==> config.mk <==
export PLATFORM = sky130hd
export DESIGN_NAME = mstw_back
export DESIGN_NICKNAME = d
export VERILOG_FILES = /design/src/rtl/mstw_pkg.sv /design/src/rtl/mstw_back.sv
export SDC_FILE = /design/constraint.sdc
export NUM_CORES = 1
export LEC_CHECK = 0
export ABC_CLOCK_PERIOD_IN_PS = 6200
export BUFFER_PORTS_ARGS = -buffer_cell sky130_fd_sc_hd__clkbuf_2
export CORE_ASPECT_RATIO = 2
export CORE_MARGIN = 4
export CORE_UTILIZATION = 40
export DETAILED_ROUTE_END_ITERATION = 10
export PLACE_DENSITY_LB_ADDON = 0.15
export SYNTH_ARGS = -nofsm -noshare
export SYNTH_HDL_FRONTEND = slang
export SYNTH_SLANG_ARGS = --single-unit
==> constraint.sdc <==
create_clock -name clk -period 6.2 [get_ports clk]
set_input_delay 0.62 -clock clk [delete_from_list [all_inputs] [get_ports clk]]
set_output_delay 0.62 -clock clk [all_outputs]
set_load 0.05 [all_outputs]
==> src/rtl/mstw_pkg.sv <==
// Shared types and constants for the minimum spanning tree weight block.
`default_nettype none
package mstw_pkg;
  localparam int VTX_W    = 6;
  localparam int WEIGHT_W = 16;
  localparam int TOTAL_W  = 24;

  localparam logic signed [TOTAL_W:0] TOTAL_MAX = 25'sd8388607;
  localparam logic signed [TOTAL_W:0] TOTAL_MIN = -25'sd8388608;

  typedef struct packed {
    logic [VTX_W-1:0]           from_v;
    logic [VTX_W-1:0]           to_v;
    logic signed [WEIGHT_W-1:0] weight;
  } edge_t;

  typedef enum logic [3:0] {
    ST_IDLE,
    ST_CLEAR,
    ST_SCAN,
    ST_FIND_A,
    ST_CHK_A,
    ST_FIND_B,
    ST_CHK_B,
    ST_DONE
  } back_state_t;
endpackage
`default_nettype wire

==> src/rtl/mstw_back.sv <==
// Back end: selection scan by weight and union-find over the parent memory.
`default_nettype none
module mstw_back import mstw_pkg::*; #(
  parameter int MAX_VERTICES = 64,
  parameter int MAX_EDGES    = 256,
  localparam int EW = (MAX_EDGES > 1) ? $clog2(MAX_EDGES) : 1,
  localparam int CW = $clog2(MAX_EDGES + 1),
  localparam int PV = (MAX_VERTICES < 64) ? MAX_VERTICES : 64,
  localparam int PW = $clog2(PV)
) (
  input  wire logic                      clk,
  input  wire logic                      rst,
  input  wire logic                      job_valid,
  input  wire logic [CW-1:0]             job_cnt,
  output logic                           job_pop,
  output logic                           busy,
  output logic                           rd_en,
  output logic [EW-1:0]                  rd_addr,
  input  wire edge_t                     rd_data,
  input  wire logic                      pop,
  output logic                           empty,
  output logic signed [TOTAL_W-1:0]      total_weight
);
  back_state_t state, state_next;

  logic [PW-1:0]               parent [PV];
  logic [PW-1:0]               par_q;
  logic                        par_re;
  logic [PW-1:0]               par_raddr;
  logic                        par_we;
  logic [PW-1:0]               par_waddr, par_wdata;

  logic [PW-1:0]               clr_idx, clr_idx_next;
  logic [CW-1:0]               cnt, cnt_next;
  logic [CW-1:0]               rd_idx, rd_idx_next;
  logic                        scan_v, scan_v_next;
  logic [EW-1:0]               scan_idx, scan_idx_next;
  logic                        have_last, have_last_next;
  logic signed [WEIGHT_W-1:0]  last_wt, last_wt_next;
  logic [EW-1:0]               last_idx, last_idx_next;
  logic                        have_best, have_best_next;
  logic signed [WEIGHT_W-1:0]  best_wt, best_wt_next;
  logic [EW-1:0]               best_idx, best_idx_next;
  logic [VTX_W-1:0]            best_from, best_from_next;
  logic [VTX_W-1:0]            best_to, best_to_next;
  logic [PW-1:0]               node, node_next;
  logic [PW-1:0]               root_a, root_a_next;
  logic signed [TOTAL_W-1:0]   sum, sum_next;
  logic                        res_valid, res_valid_next;
  logic signed [TOTAL_W-1:0]   res, res_next;

  logic                        after_last, better, in_range;
  logic signed [TOTAL_W:0]     sum_wide;

  assign busy         = (state != ST_IDLE);
  assign empty        = ~res_valid;
  assign total_weight = res;

  always_ff @(posedge clk) begin
    if (par_we) begin
      parent[par_waddr] <= par_wdata;
    end
    if (par_re) begin
      par_q <= parent[par_raddr];
    end
  end

  always_comb begin
    after_last = ~have_last || (rd_data.weight > last_wt) ||
                 (rd_data.weight == last_wt && scan_idx > last_idx);
    better     = ~have_best || (rd_data.weight < best_wt);
    in_range   = (32'(best_from) < MAX_VERTICES) && (32'(best_to) < MAX_VERTICES);
    sum_wide   = 25'(sum) + 25'(best_wt);
  end

  always_comb begin
    state_next     = state;
    clr_idx_next   = clr_idx;
    cnt_next       = cnt;
    rd_idx_next    = rd_idx;
    scan_v_next    = 1'b0;
    scan_idx_next  = scan_idx;
    have_last_next = have_last;
    last_wt_next   = last_wt;
    last_idx_next  = last_idx;
    have_best_next = have_best;
    best_wt_next   = best_wt;
    best_idx_next  = best_idx;
    best_from_next = best_from;
    best_to_next   = best_to;
    node_next      = node;
    root_a_next    = root_a;
    sum_next       = sum;
    res_valid_next = res_valid & ~pop;
    res_next       = res;
    job_pop        = 1'b0;
    rd_en          = 1'b0;
    rd_addr        = rd_idx[EW-1:0];
    par_re         = 1'b0;
    par_raddr      = node;
    par_we         = 1'b0;
    par_waddr      = clr_idx;
    par_wdata      = clr_idx;
    unique case (state)
      ST_IDLE: begin
        if (job_valid) begin
          job_pop        = 1'b1;
          cnt_next       = job_cnt;
          clr_idx_next   = '0;
          sum_next       = '0;
          have_last_next = 1'b0;
          state_next     = ST_CLEAR;
        end
      end
      ST_CLEAR: begin
        par_we       = 1'b1;
        clr_idx_next = clr_idx + PW'(1);
        if (32'(clr_idx) == PV - 1) begin
          rd_idx_next    = '0;
          have_best_next = 1'b0;
          state_next     = ST_SCAN;
        end
      end
      ST_SCAN: begin
        if (scan_v && after_last && better) begin
          have_best_next = 1'b1;
          best_wt_next   = rd_data.weight;
          best_idx_next  = scan_idx;
          best_from_next = rd_data.from_v;
          best_to_next   = rd_data.to_v;
        end
        if (rd_idx < cnt) begin
          rd_en         = 1'b1;
          scan_v_next   = 1'b1;
          scan_idx_next = rd_idx[EW-1:0];
          rd_idx_next   = rd_idx + CW'(1);
        end else if (!scan_v) begin
          if (!have_best) begin
            state_next = ST_DONE;
          end else begin
            have_last_next = 1'b1;
            last_wt_next   = best_wt;
            last_idx_next  = best_idx;
            rd_idx_next    = '0;
            have_best_next = 1'b0;
            if (in_range) begin
              node_next  = best_from[PW-1:0];
              state_next = ST_FIND_A;
            end
          end
        end
      end
      ST_FIND_A: begin
        par_re     = 1'b1;
        state_next = ST_CHK_A;
      end
      ST_CHK_A: begin
        if (par_q == node) begin
          root_a_next = node;
          node_next   = best_to[PW-1:0];
          state_next  = ST_FIND_B;
        end else begin
          node_next  = par_q;
          state_next = ST_FIND_A;
        end
      end
      ST_FIND_B: begin
        par_re     = 1'b1;
        state_next = ST_CHK_B;
      end
      ST_CHK_B: begin
        if (par_q == node) begin
          if (node != root_a) begin
            par_we    = 1'b1;
            par_waddr = node;
            par_wdata = root_a;
            if (sum_wide > TOTAL_MAX) begin
              sum_next = TOTAL_MAX[TOTAL_W-1:0];
            end else if (sum_wide < TOTAL_MIN) begin
              sum_next = TOTAL_MIN[TOTAL_W-1:0];
            end else begin
              sum_next = sum_wide[TOTAL_W-1:0];
            end
          end
          state_next = ST_SCAN;
        end else begin
          node_next  = par_q;
          state_next = ST_FIND_B;
        end
      end
      ST_DONE: begin
        if (!res_valid) begin
          res_valid_next = 1'b1;
          res_next       = sum;
          state_next     = ST_IDLE;
        end
      end
      default: state_next = ST_IDLE;
    endcase
  end

  always_ff @(posedge clk) begin
    if (rst) begin
      state     <= ST_IDLE;
      res_valid <= 1'b0;
      scan_v    <= 1'b0;
    end else begin
      state     <= state_next;
      res_valid <= res_valid_next;
      scan_v    <= scan_v_next;
    end
  end

  always_ff @(posedge clk) begin
    clr_idx   <= clr_idx_next;
    cnt       <= cnt_next;
    rd_idx    <= rd_idx_next;
    scan_idx  <= scan_idx_next;
    have_last <= have_last_next;
    last_wt   <= last_wt_next;
    last_idx  <= last_idx_next;
    have_best <= have_best_next;
    best_wt   <= best_wt_next;
    best_idx  <= best_idx_next;
    best_from <= best_from_next;
    best_to   <= best_to_next;
    node      <= node_next;
    root_a    <= root_a_next;
    sum       <= sum_next;
    res       <= res_next;
  end
endmodule
`default_nettype wire

==> impl_results.md, run 1 <==
- Routability cong.: ~0.81
- Drc violations: 0
- Actual slew at the worst max-slew pin: 1.14 ns
- CTS H-tree depth: 2
- Metal-1 WL: between 15000 and 20000 um
- Top Layer Used: met4
- Syn Inst Count: ~1300
- Setup WS post-layout: 1.80 ns
- First-pass GRT wire length: 84500 um
- Pin count of the biggest net entering global routing: 58
- Peak Freq: roughly 0.23 GHz
- Critical path type: flip-flop to flip-flop
- GR Overflow Total: 0
- Top FF cell, synth: edfxtp_1
- WP data arrival: 4.61 ns
- CTS resizes: 0
- Detail Placement HPWL: approximately 40000 um
- Area Overhead vs Synth: 11.7%
- Initial antenna violation count: 0
- CTS Sinks: 549
- Worst path slowest cell: edfxtp_1
- RSZ-0062 raised after global routing: no
- Clk Latency, worst-skew pair: 0.60 ns
- Period utilization: roughly 70%
- IO buf count: 76
- Static leakage: roughly 8.9 nW
- Clock Path Buffers: 3
- Outcome: finished, final reports clean
- Num ports: 77
- Crit end category: flip-flop
- Design area: 0.0264 mm^2
- Post-synthesis sequential area ratio: ~70%
- Fin nets: ~1600
- Final ANT Viol Nets: 0
- Met2 Wirelength: around 33000 um
- Root buf cell: clkbuf_16
- Ys async rst share: 0%
- Number of synthesized flops with an enable pin: 544
- Fillers: 5010
- TritonCTS clock tree: built
- Detailed router's first-iteration violation count: 922
- Placed Area: roughly 0.025 mm^2
- Setup_tns: 0 ns
- Startpoint Class: flip-flop
- Starting Density: 40.5%
- Post-Route WL: 56800 um
- Rel. slew slack: a little under a quarter
- FF+latch count, synth: 549
- Cell Chain, Critical Path: xnor2_1, nand4_1, nor3_1, o31a_1, and2_1, mux2i_1, nand2_1, nor2_1
- Hold crit path type: primary input to flip-flop
- Syn_nets: between 1000 and 1500
- Max VDD drop: about 0.23 mV
- Skew final: 0.0229 ns
- Inserted Diodes: 0
- WL/cell: 25.4 um
- Post-CTS Setup Bufs: 0
- Met3 wire length: between 2000 and 2500 um
- Share of cells above drive strength 1: 22.4%
- R2r setup slk: between 1.5 and 2 ns
- Power Density: around 330 mW/mm^2
- Netlist cell types: 64
- Die area: between 0.06 and 0.07 mm^2
- CTS Buf Count: 48
- Die X: approximately 180 um
- Crit Path Max Fanout: 18
- DR vias: roughly 12000
- Avg Inst Size Synth: 17.5 um^2
- Final setup vio count: 0
- Row count: between 100 and 150
- Final hold violations: 0
- Routed vias/inst: ~5.4
- Die height: ~350 um
- CP max stage delay: slightly above 0.7 ns
- Vias in the first global route: 12900
- Total Power: between 8 and 9 mW
- Cell area after synthesis: between 0.02 and 0.025 mm^2
- CTS clock-pin slew for the worst setup and hold paths: approximately 0.080 ns
- DR pass1 iterations: 9
- Util after Layout: a little under half
- Max Slew Vio Count: 0
- Post-CTS Hold Fix Bufs: 0
- Required time of the critical path: approximately 6.4 ns
- Final worst path period need: about 4.4 ns
- Core Box Area: about 0.058 mm^2
- Ys Warns: 0
- Total GRT Usage: roughly 18%
- Place WS: between 1.5 and 2 ns
- Max Cap Violations: 0
==> Yosys cell counts, types with 4 or more instances <==
library cell	n	area share [%]
a21oi_1	36	0.76
buf_2	12	0.25
mux2i_1	13	0.55
and2_1	5	0.13
nor2_1	110	1.7
nand4_1	10	0.27
or3_1	4	0.11
nand3_1	14	0.30
edfxtp_1	544	69
o211ai_1	4	0.13
mux2_2	10	0.48
nand2b_1	18	0.48
and3_1	7	0.19
o21a_1	17	0.54
clkbuf_1	17	0.27
inv_1	67	1.1
ha_1	73	3.9
buf_1	9	0.14
nand2_1	58	0.92
xnor2_1	18	0.67
buf_4	13	0.41
a211oi_1	7	0.22
o31ai_2	6	0.32
nor3_1	11	0.23
a21boi_0	4	0.13
o21ai_0	38	0.81
dfxtp_1	5	0.42
nor2b_1	6	0.16
mux4_2	126	12
a21o_1	10	0.32
and4_1	4	0.15
xor2_1	16	0.59
a31oi_1	5	0.13
==> per-layer routing <==
| layer | GRT usage, % | vias to the layer above |
|---|---|---|
| li1 | - | 5493 |
| met1 | 18.7 | 6260 |
| met2 | 36.5 | 294 |
| met3 | 2.08 | 87 |
| met4 | 6.33 | 0 |
| met5 | 0 | - |
==> per-stage QoR <==
stage / hold WS, ns / instances
2_1_floorplan: 0.400 / 1345
3_3_place_gp: 0.405 / 2148
3_5_place_dp: 0.405 / 2148
4_1_cts: 0.178 / 2236
5_1_grt: 0.190 / 2236
6_report: 0.208 / 2236
==> state kept, by name, indices dropped and copies added, names as in the netlist <==
| register | cells |
|---|---|
| cnt | 9 |
| parent | 384 |
| par_q | 6 |
| node | 6 |
| clr_idx | 6 |
| have_best | 1 |
| last_wt | 16 |
| best_to | 6 |
| res_valid | 1 |
| best_idx | 8 |
| have_last | 1 |
| best_from | 6 |
| total_weight | 24 |
| sum | 24 |
| best_wt | 16 |
| rd_idx | 9 |
| last_idx | 8 |
| scan_v | 1 |
| state | 3 |
| scan_idx | 8 |
| root_a | 6 |
==> cell usage in the layout (no fill, tap or decap), types with 5 or more instances in the layout <==
cell type and n:
dfxtp_1 5, nor2b_1 6, and2_1 5, nand2_1 58
clkinvlp_4 8, a21o_1 10, inv_1 67, o31ai_2 6
o21a_1 17, clkbuf_1 5, buf_4 18, clkbuf_2 76
mux4_2 126, a31oi_1 5, nor3_1 10, xor2_1 16
clkinv_2 7, mux2i_1 13, nand4_1 10, a211oi_1 6
a21oi_1 36, edfxtp_1 544, o21ai_0 38, clkbuf_16 48
xnor2_1 18, and3_1 7, ha_1 73, clkinv_1 7
nor2_1 108, nand2b_1 18, nand3_1 14, mux2_2 10
==> report_power, final <==
group / internal, mW / switching [mW]
sequential: 4.46 / 0.0918
clock: 1.61 / 1.38
combinational: 0.283 / 0.753
total: 6.35 / 2.22
==> critical path, delay by kind of cell (launching register included) <==
kind / cells / cell delay (ns)
compound gates: 1 / 0.25
xor+xnor: 1 / 0.18
flops: 1 / 0.71
mux: 1 / 0.66
simple gates: 5 / 2.20
==> logic make-up (layout without fill, tap and decap cells) <==
family	Yosys count	after routing	synth area share, %
DFF	549	549	69.7
adders and majority gates	74	74	3.96
muxes	149	149	13.1
and+or+nand+nor	257	257	5.00
AOI/OAI and AO/OA	162	162	4.86
xor gates and xnor gates	34	34	1.26
buffers and inverters	120	249	2.22
==> path summary, 6_finish.rpt <==
kind,start,end,cells past startpoint
max,node[4]$_DFFE_PP_,parent[39][4]$_DFFE_PP_,8
min reg2reg,best_idx[4]$_DFFE_PP_,last_idx[4]$_DFFE_PP_,0
max reg2reg,node[4]$_DFFE_PP_,parent[39][4]$_DFFE_PP_,8
min,rd_data[26],best_from[4]$_DFFE_PP_,1
==> cell type report <==
type / instances / area (um^2) / share of cell area [%]
Tap cell: 762 / 953 / 3.62
Multi-Input combinational cell: 676 / 6670 / 25.3
Sequential cell: 549 / 16400 / 62.3
Clock inverter: 35 / 328 / 1.24
Timing Repair Buffer: 94 / 515 / 1.95
Clock buffer: 53 / 1220 / 4.63
Inverter: 67 / 251 / 0.954
(Power assumes the default switching activity.)
==> run 2, diff against run 1 <==
--- a/config.mk
+++ b/config.mk
@@ -5,7 +5,7 @@
 export SDC_FILE = /design/constraint.sdc
 export NUM_CORES = 1
 export LEC_CHECK = 0
-export ABC_CLOCK_PERIOD_IN_PS = 6200
+export ABC_CLOCK_PERIOD_IN_PS = 3800
 export BUFFER_PORTS_ARGS = -buffer_cell sky130_fd_sc_hd__clkbuf_2
 export CORE_ASPECT_RATIO = 2
 export CORE_MARGIN = 4
==> constraint.sdc (replaced) <==
create_clock -name clk -period 3.8 [get_ports clk]
set_input_delay 0.38 -clock clk [delete_from_list [all_inputs] [get_ports clk]]
set_output_delay 0.38 -clock clk [all_outputs]
set_load 0.05 [all_outputs]
==> run 2 against run 1 <==
Compared with the run above: first-iteration DRC count decreased by 15%; core utilization grew 1.2 points; sequential share of layout area shrank 1.6 points; die area unchanged; global-route usage fell by 0.098 points; critical path type unchanged; clock power rose by 63%; non-clock buffer count rose by 73; combinational power rose by 72%.
==> impl_results.md, run 2 (same netlist as run 1, synthesis figures left out) <==
- Outcome: finished, final reports clean
- Area Overhead vs Synth: 14.6%
- Starting Density: 40.5% (unchanged)
- Setup_tns: 0 ns (unchanged)
- Period utilization: 92.5% (+22 points)
- Fillers: 4971 (-0.78%)
- CTS Buf Count: 47 (-2.1%)
- Most frequent cells in the layout: edfxtp_1 (544), mux4_2 (126), nor2_1 (108), clkbuf_2 (76), ha_1 (73)
- RSZ-0062 raised after global routing: no
- Area of the multi-input gates: 0.00666 mm^2 (about the same)
- GR Overflow Total: 0 (unchanged)
- CTS resizes: 0 (unchanged)
- Initial antenna violation count: 0 (unchanged)
- Total Power: 14.0 mW (+64%)
- Worst path slowest cell: a211o_1
- Critical path type: flip-flop to flip-flop
- Hold crit path type: primary input to flip-flop
- Share of cells above drive strength 1: 24.1% (+1.8 points)
- IO buf count: 76 (unchanged)
- Cell Chain, Critical Path: ha_1, a21o_1, a31o_2, a221o_1, o21ai_1, a311oi_2, nor3_2, a211o_1, o21ai_0
- Startpoint Class: flip-flop
- Core Box Area: 0.0583 mm^2 (unchanged)
- WP data arrival: 3.81 ns (-0.80 ns)
- CTS Sinks: 549 (unchanged)
- Die height: 351 um (unchanged)
- Routability cong.: 0.830 (+2.7%)
- Biggest register: parent
- DR vias: 12200 (+0.77%)
- DR pass1 iterations: 5 (-4)
- Final worst path period need: 3.51 ns (-0.881 ns)
- Root buf cell: clkbuf_16
- Required time of the critical path: 4.09 ns (-2.33 ns)
- CTS H-tree depth: 2 (unchanged)
- Crit Path Max Fanout: 21 (+3)
- Pin count of the biggest net entering global routing: 99 (+71%)
- Routed vias/inst: 5.30 (-2.3%)
- Post-CTS Setup Bufs: 0 (unchanged)
- Post-CTS Hold Fix Bufs: 24 (+24)
- Final ANT Viol Nets: 0 (unchanged)
- Most common cell after layout, fill and taps aside: edfxtp_1
- Static leakage: 9.25 nW (+4.4%)
- Max Cap Violations: 0 (unchanged)
- Rel. slew slack: 39.4% (+16 points)
- Num ports: 77 (unchanged)
- Detail Placement HPWL: 39700 um (+0.88%)
- Register area: 0.0164 mm^2 (unchanged)
- First-pass GRT wire length: 84800 um (+0.36%)
- Skew final: 0.0198 ns (-0.00311 ns)
- Fin nets: 1623 (+4.6%)
- Vias in the first global route: 13300 (+3.5%)
- Max FFs per register: 384 (unchanged)
- Inserted Diodes: 0 (unchanged)
- Drc violations: 0 (unchanged)
- Post-Route WL: 56300 um (-0.85%)
- Max Slew Vio Count: 0 (unchanged)
- Crit end category: flip-flop
- CP bufs+invs: 0 (unchanged)
- Util after Layout: 46.4% (+1.2 points)
- Detailed router's first-iteration violation count: 787 (-15%)
- Total GRT Usage: 17.8% (-0.098 points)
- Die area: 0.0632 mm^2 (unchanged)
- CP max stage delay: 0.68 ns (-0.03 ns)
- CTS clock-pin slew for the worst setup and hold paths: 0.07 ns (about the same)
- Delay-heaviest family, CP: compound AO/OA/AOI/OAI gates
- Row count: 125 (unchanged)
- Clk Latency, worst-skew pair: 0.59 ns (about the same)
- Die X: 180 um (unchanged)
- WL/cell: 24.4 um (-3.9%)
- Final hold violations: 0 (unchanged)
- Final setup vio count: 0 (unchanged)
- Clock Path Buffers: 3 (unchanged)
- Actual slew at the worst max-slew pin: 0.902 ns (-0.239 ns)
- Worst hold margin: 0.0236 ns (-0.184 ns)
- Peak Freq: 0.285 GHz (+25%)
- Power Density: 519 mW/mm^2 (+60%)
- TritonCTS clock tree: built
- Max VDD drop: 0.283 mV (+23%)
==> run 2: power by group <==
part	total (mW)	internal [mW]	leakage, nW	switching [mW]
clock network	4.87	2.66	0.740	2.20
registers	7.39	7.26	5.00	0.125
logic	1.79	0.553	3.51	1.23
total	14.0	10.5	9.25	3.56
==> run 2: metal layers <==
metal  vias to the layer above  global-route usage, %  routed length [um]  part of all wire (%)
li1                       5627                      -                   -                     -
met1                      6298                   17.6               18700                    33
met4                         0                   6.05                1770                   3.1
met5                         -                      0                   0                     0
met3                        86                   2.01                1490                   2.6
met2                       216                   37.6               34300                    61
==> run 2: through the flow <==
step / std cells / setup WS [ns] / instance area (um^2)
2_1_floorplan: 1345 / 0.0463 / 23600
3_3_place_gp: 2197 / 0.389 / 25300
3_5_place_dp: 2197 / 0.278 / 25300
4_1_cts: 2307 / 0.271 / 27100
5_1_grt: 2307 / 0.0238 / 27100
6_report: 2307 / 0.286 / 27100
==> run 2: final timing paths <==
path                                            start  slack [ns]                    end  cells past startpoint
worst max-delay path            best_wt[10]$_DFFE_PP_        0.29  sum[12]$_SDFFCE_PN0P_                      9
worst min-delay path                       rd_data[6]        0.02   best_wt[6]$_DFFE_PP_                      1
worst max register to register  best_wt[10]$_DFFE_PP_        0.29  sum[12]$_SDFFCE_PN0P_                      9
worst min register to register  best_idx[5]$_DFFE_PP_        0.42  last_idx[5]$_DFFE_PP_                      0
==> run 2: worst register-to-register path: cells and delay by family, from the launching register on <==
kind | cells | cell delay, ns
AO/OA/AOI/OAI | 7 | 2.23
flip-flops | 1 | 0.41
adder cells (fa/ha/maj) | 1 | 0.40
AND/OR/NAND/NOR | 1 | 0.18
==> run 2: final cells by class <==
type | count | area share [%]
tap | 762 | 3.52
clock inverter | 31 | 1.10
sequential | 549 | 60.8
timing repair buffer | 167 | 4.52
clock buffer | 55 | 4.54
inverter | 67 | 0.930
multi-input combinational | 676 | 24.6
==> run 3, diff against run 2 <==
--- a/config.mk
+++ b/config.mk
@@ -7,9 +7,10 @@
 export LEC_CHECK = 0
 export ABC_CLOCK_PERIOD_IN_PS = 3800
 export BUFFER_PORTS_ARGS = -buffer_cell sky130_fd_sc_hd__clkbuf_2
+export CELL_PAD_IN_SITES_DETAIL_PLACEMENT = 0
+export CELL_PAD_IN_SITES_GLOBAL_PLACEMENT = 2
 export CORE_ASPECT_RATIO = 2
-export CORE_MARGIN = 4
-export CORE_UTILIZATION = 40
+export CORE_UTILIZATION = 43
 export DETAILED_ROUTE_END_ITERATION = 10
 export PLACE_DENSITY_LB_ADDON = 0.15
 export SYNTH_ARGS = -nofsm -noshare
==> run 3 against run 2 <==
Compared with the run above: critical path depth unchanged; total power rose by 3.3%; worst setup slack got worse by 0.015 ns; design area is 0.12% lower; combinational power is essentially flat; critical path type unchanged; cell count fell by 4.5%.
==> impl_results.md, run 3 (same netlist as run 1, synthesis figures left out) <==
- Setup_tns: 0 ns (unchanged)
- RSZ-0062 raised after global routing: no
- WL/cell: 25.1 um (+3.0%)
- DR pass1 iterations: 5 (unchanged)
- Root buf cell: clkbuf_16
- CTS Sinks: 549 (unchanged)
- Skew final: 0.0148 ns (-0.00499 ns)
- First-pass GRT wire length: 82900 um (-2.2%)
- Routed vias/inst: 5.46 (+3.0%)
- R2r worst-path depth: 9 (unchanged)
- CTS clock-pin slew for the worst setup and hold paths: 0.07 ns (about the same)
- Most frequent cells in the layout: edfxtp_1 (544), mux4_2 (126), nor2_1 (108), clkbuf_2 (76), ha_1 (73)
- CP bufs+invs: 0 (unchanged)
- GRT met2 Usage: 42.7% (+5.1 points)
- Rel. slew slack: 39.2% (-0.15 points)
- Design area: 0.0270 mm^2 (-0.12%)
- CTS H-tree depth: 2 (unchanged)
- Detailed router's first-iteration violation count: 611 (-22%)
- Fin nets: 1606 (-1.0%)
- Post-Route WL: 55400 um (-1.6%)
- Power Density: 537 mW/mm^2 (+3.4%)
- WHS Path Cells: 1 (unchanged)
- Static leakage: 9.24 nW (-0.16%)
- Fillers: 4559 (-8.3%)
- Die X: 168 um (-6.7%)
- Placed Area: 0.0250 mm^2 (-0.98%)
- Crit Path Max Fanout: 21 (unchanged)
- Biggest register: parent
- Delay-heaviest family, CP: compound AO/OA/AOI/OAI gates
- Met3 GRT Util: 2.16% (+0.15 points)
- Layer with the highest usage: met2
- Dpl cells: 2089 (-4.9%)
- Routability cong.: 0.837 (+0.87%)
- Max Slew Vio Count: 0 (unchanged)
- Startpoint Class: flip-flop
- Initial antenna violation count: 0 (unchanged)
- Final hold violations: 0 (unchanged)
- Fin cells: 2204 (-4.5%)
- Detail Placement HPWL: 39100 um (-1.6%)
- Area Overhead vs Synth: 14.5%
- Cell Chain, Critical Path: ha_1, a21o_1, a31o_2, a221o_1, o21ai_1, a311oi_2, nor3_2, a211o_1, o21ai_0
- Num ports: 77 (unchanged)
- Inserted Diodes: 0 (unchanged)
- Outcome: finished, final reports clean
- CP max stage delay: 0.70 ns (+0.02 ns)
- M1 GR Usage: 19.8% (+2.3 points)
- Period utilization: 92.9% (+0.40 points)
- IO buf count: 76 (unchanged)
- Max Cap Violations: 0 (unchanged)
- Most common cell after layout, fill and taps aside: edfxtp_1
- Starting Density: 43.4% (+3.0 points)
- Area of the multi-input gates: 0.00666 mm^2 (unchanged)
- Drc violations: 0 (unchanged)
- Max FFs per register: 384 (unchanged)
- Required time of the critical path: 4.10 ns (about the same)
- CTS Buf Count: 49 (+4.3%)
- Final setup vio count: 0 (unchanged)
- Max VDD drop: 0.322 mV (+14%)
- GR Overflow Total: 0 (unchanged)
- Die height: 333 um (-5.2%)
- Critical path type: flip-flop to flip-flop
- Levels on crit path: 9 (unchanged)
- Crit end category: flip-flop
- Hold crit path type: primary input to flip-flop
- WP data arrival: 3.83 ns (+0.02 ns)
- R2r setup slk: 0.27 ns (-0.02 ns)
- Final worst path period need: 3.53 ns (+0.0153 ns)
- Worst path slowest cell: a211o_1
- Core Box Area: 0.0544 mm^2 (-6.8%)
- Clock Path Buffers: 3 (unchanged)
- Pin count of the biggest net entering global routing: 102 (+3.0%)
- Die area: 0.0559 mm^2 (-12%)
- Register area: 0.0164 mm^2 (unchanged)
- Row count: 121 (-3.2%)
- Vias in the first global route: 13000 (-2.4%)
- Clk Latency, worst-skew pair: 0.60 ns (about the same)
- DR vias: 12000 (-1.6%)
- Share of cells above drive strength 1: 23.1% (-1.0 points)
- Util after Layout: 49.7% (+3.3 points)
- Total GRT Usage: 20.4% (+2.6 points)
- Total Power: 14.5 mW (+3.3%)
- Post-CTS Setup Bufs: 0 (unchanged)
- Peak Freq: 0.283 GHz (-0.43%)
- Final ANT Viol Nets: 0 (unchanged)
- Actual slew at the worst max-slew pin: 0.888 ns (-0.0138 ns)
- TritonCTS clock tree: built
run 3: worst register-to-register path, cell delays in order, from the launching register on:
cell and delay, ns:
edfxtp_1 0.41, ha_1 0.42, a21o_1 0.21, a31o_2 0.21, a221o_1 0.37, o21ai_1 0.31
a311oi_2 0.21, nor3_2 0.18, a211o_1 0.70, o21ai_0 0.23
run 3: routing by layer:
metal / vias up / part of all wire (%)
met1: 6172 / 33
met5: - / 0
met2: 200 / 61
met3: 69 / 2.5
li1: 5593 / -
met4: 0 / 3.1
run 3: final cells by class:
class	instances	area share, %
flip-flops and latches	549	60.8
multi-input cells	676	24.7
clock buffers	57	4.73
repair buffers	148	4.12
well taps	676	3.13
clock inverters	31	1.60
inverters	67	0.931
run 3: stage by stage:
step	hold slack, ns	worst slack [ns]
2_1_floorplan	0.400	0.0463
3_3_place_gp	0.404	0.363
3_5_place_dp	0.405	0.282
4_1_cts	0.000831	0.257
5_1_grt	0.0158	0.0241
6_report	0.0324	0.270
run 3: what timing repair did:
| item | in CTS | in global routing |
|---|---|---|
| hold buffers | 27 | 0 |
| gates resized for setup | 0 | 0 |
| hold endpoints to repair | 27 | 0 |
run 3: power by group:
part           internal, mW  leakage (nW)  switching, mW
clock                  3.10         0.825           2.23
sequential             7.27          5.00          0.128
combinational         0.553          3.41           1.23
total                  10.9          9.24           3.59
run 3: path summary, 6_finish.rpt:
kind | from | endpoint
max | best_wt[10]$_DFFE_PP_ | sum[12]$_SDFFCE_PN0P_
min reg2reg | best_idx[1]$_DFFE_PP_ | last_idx[1]$_DFFE_PP_
max reg2reg | best_wt[10]$_DFFE_PP_ | sum[12]$_SDFFCE_PN0P_
min | rd_data[3] | best_wt[3]$_DFFE_PP_
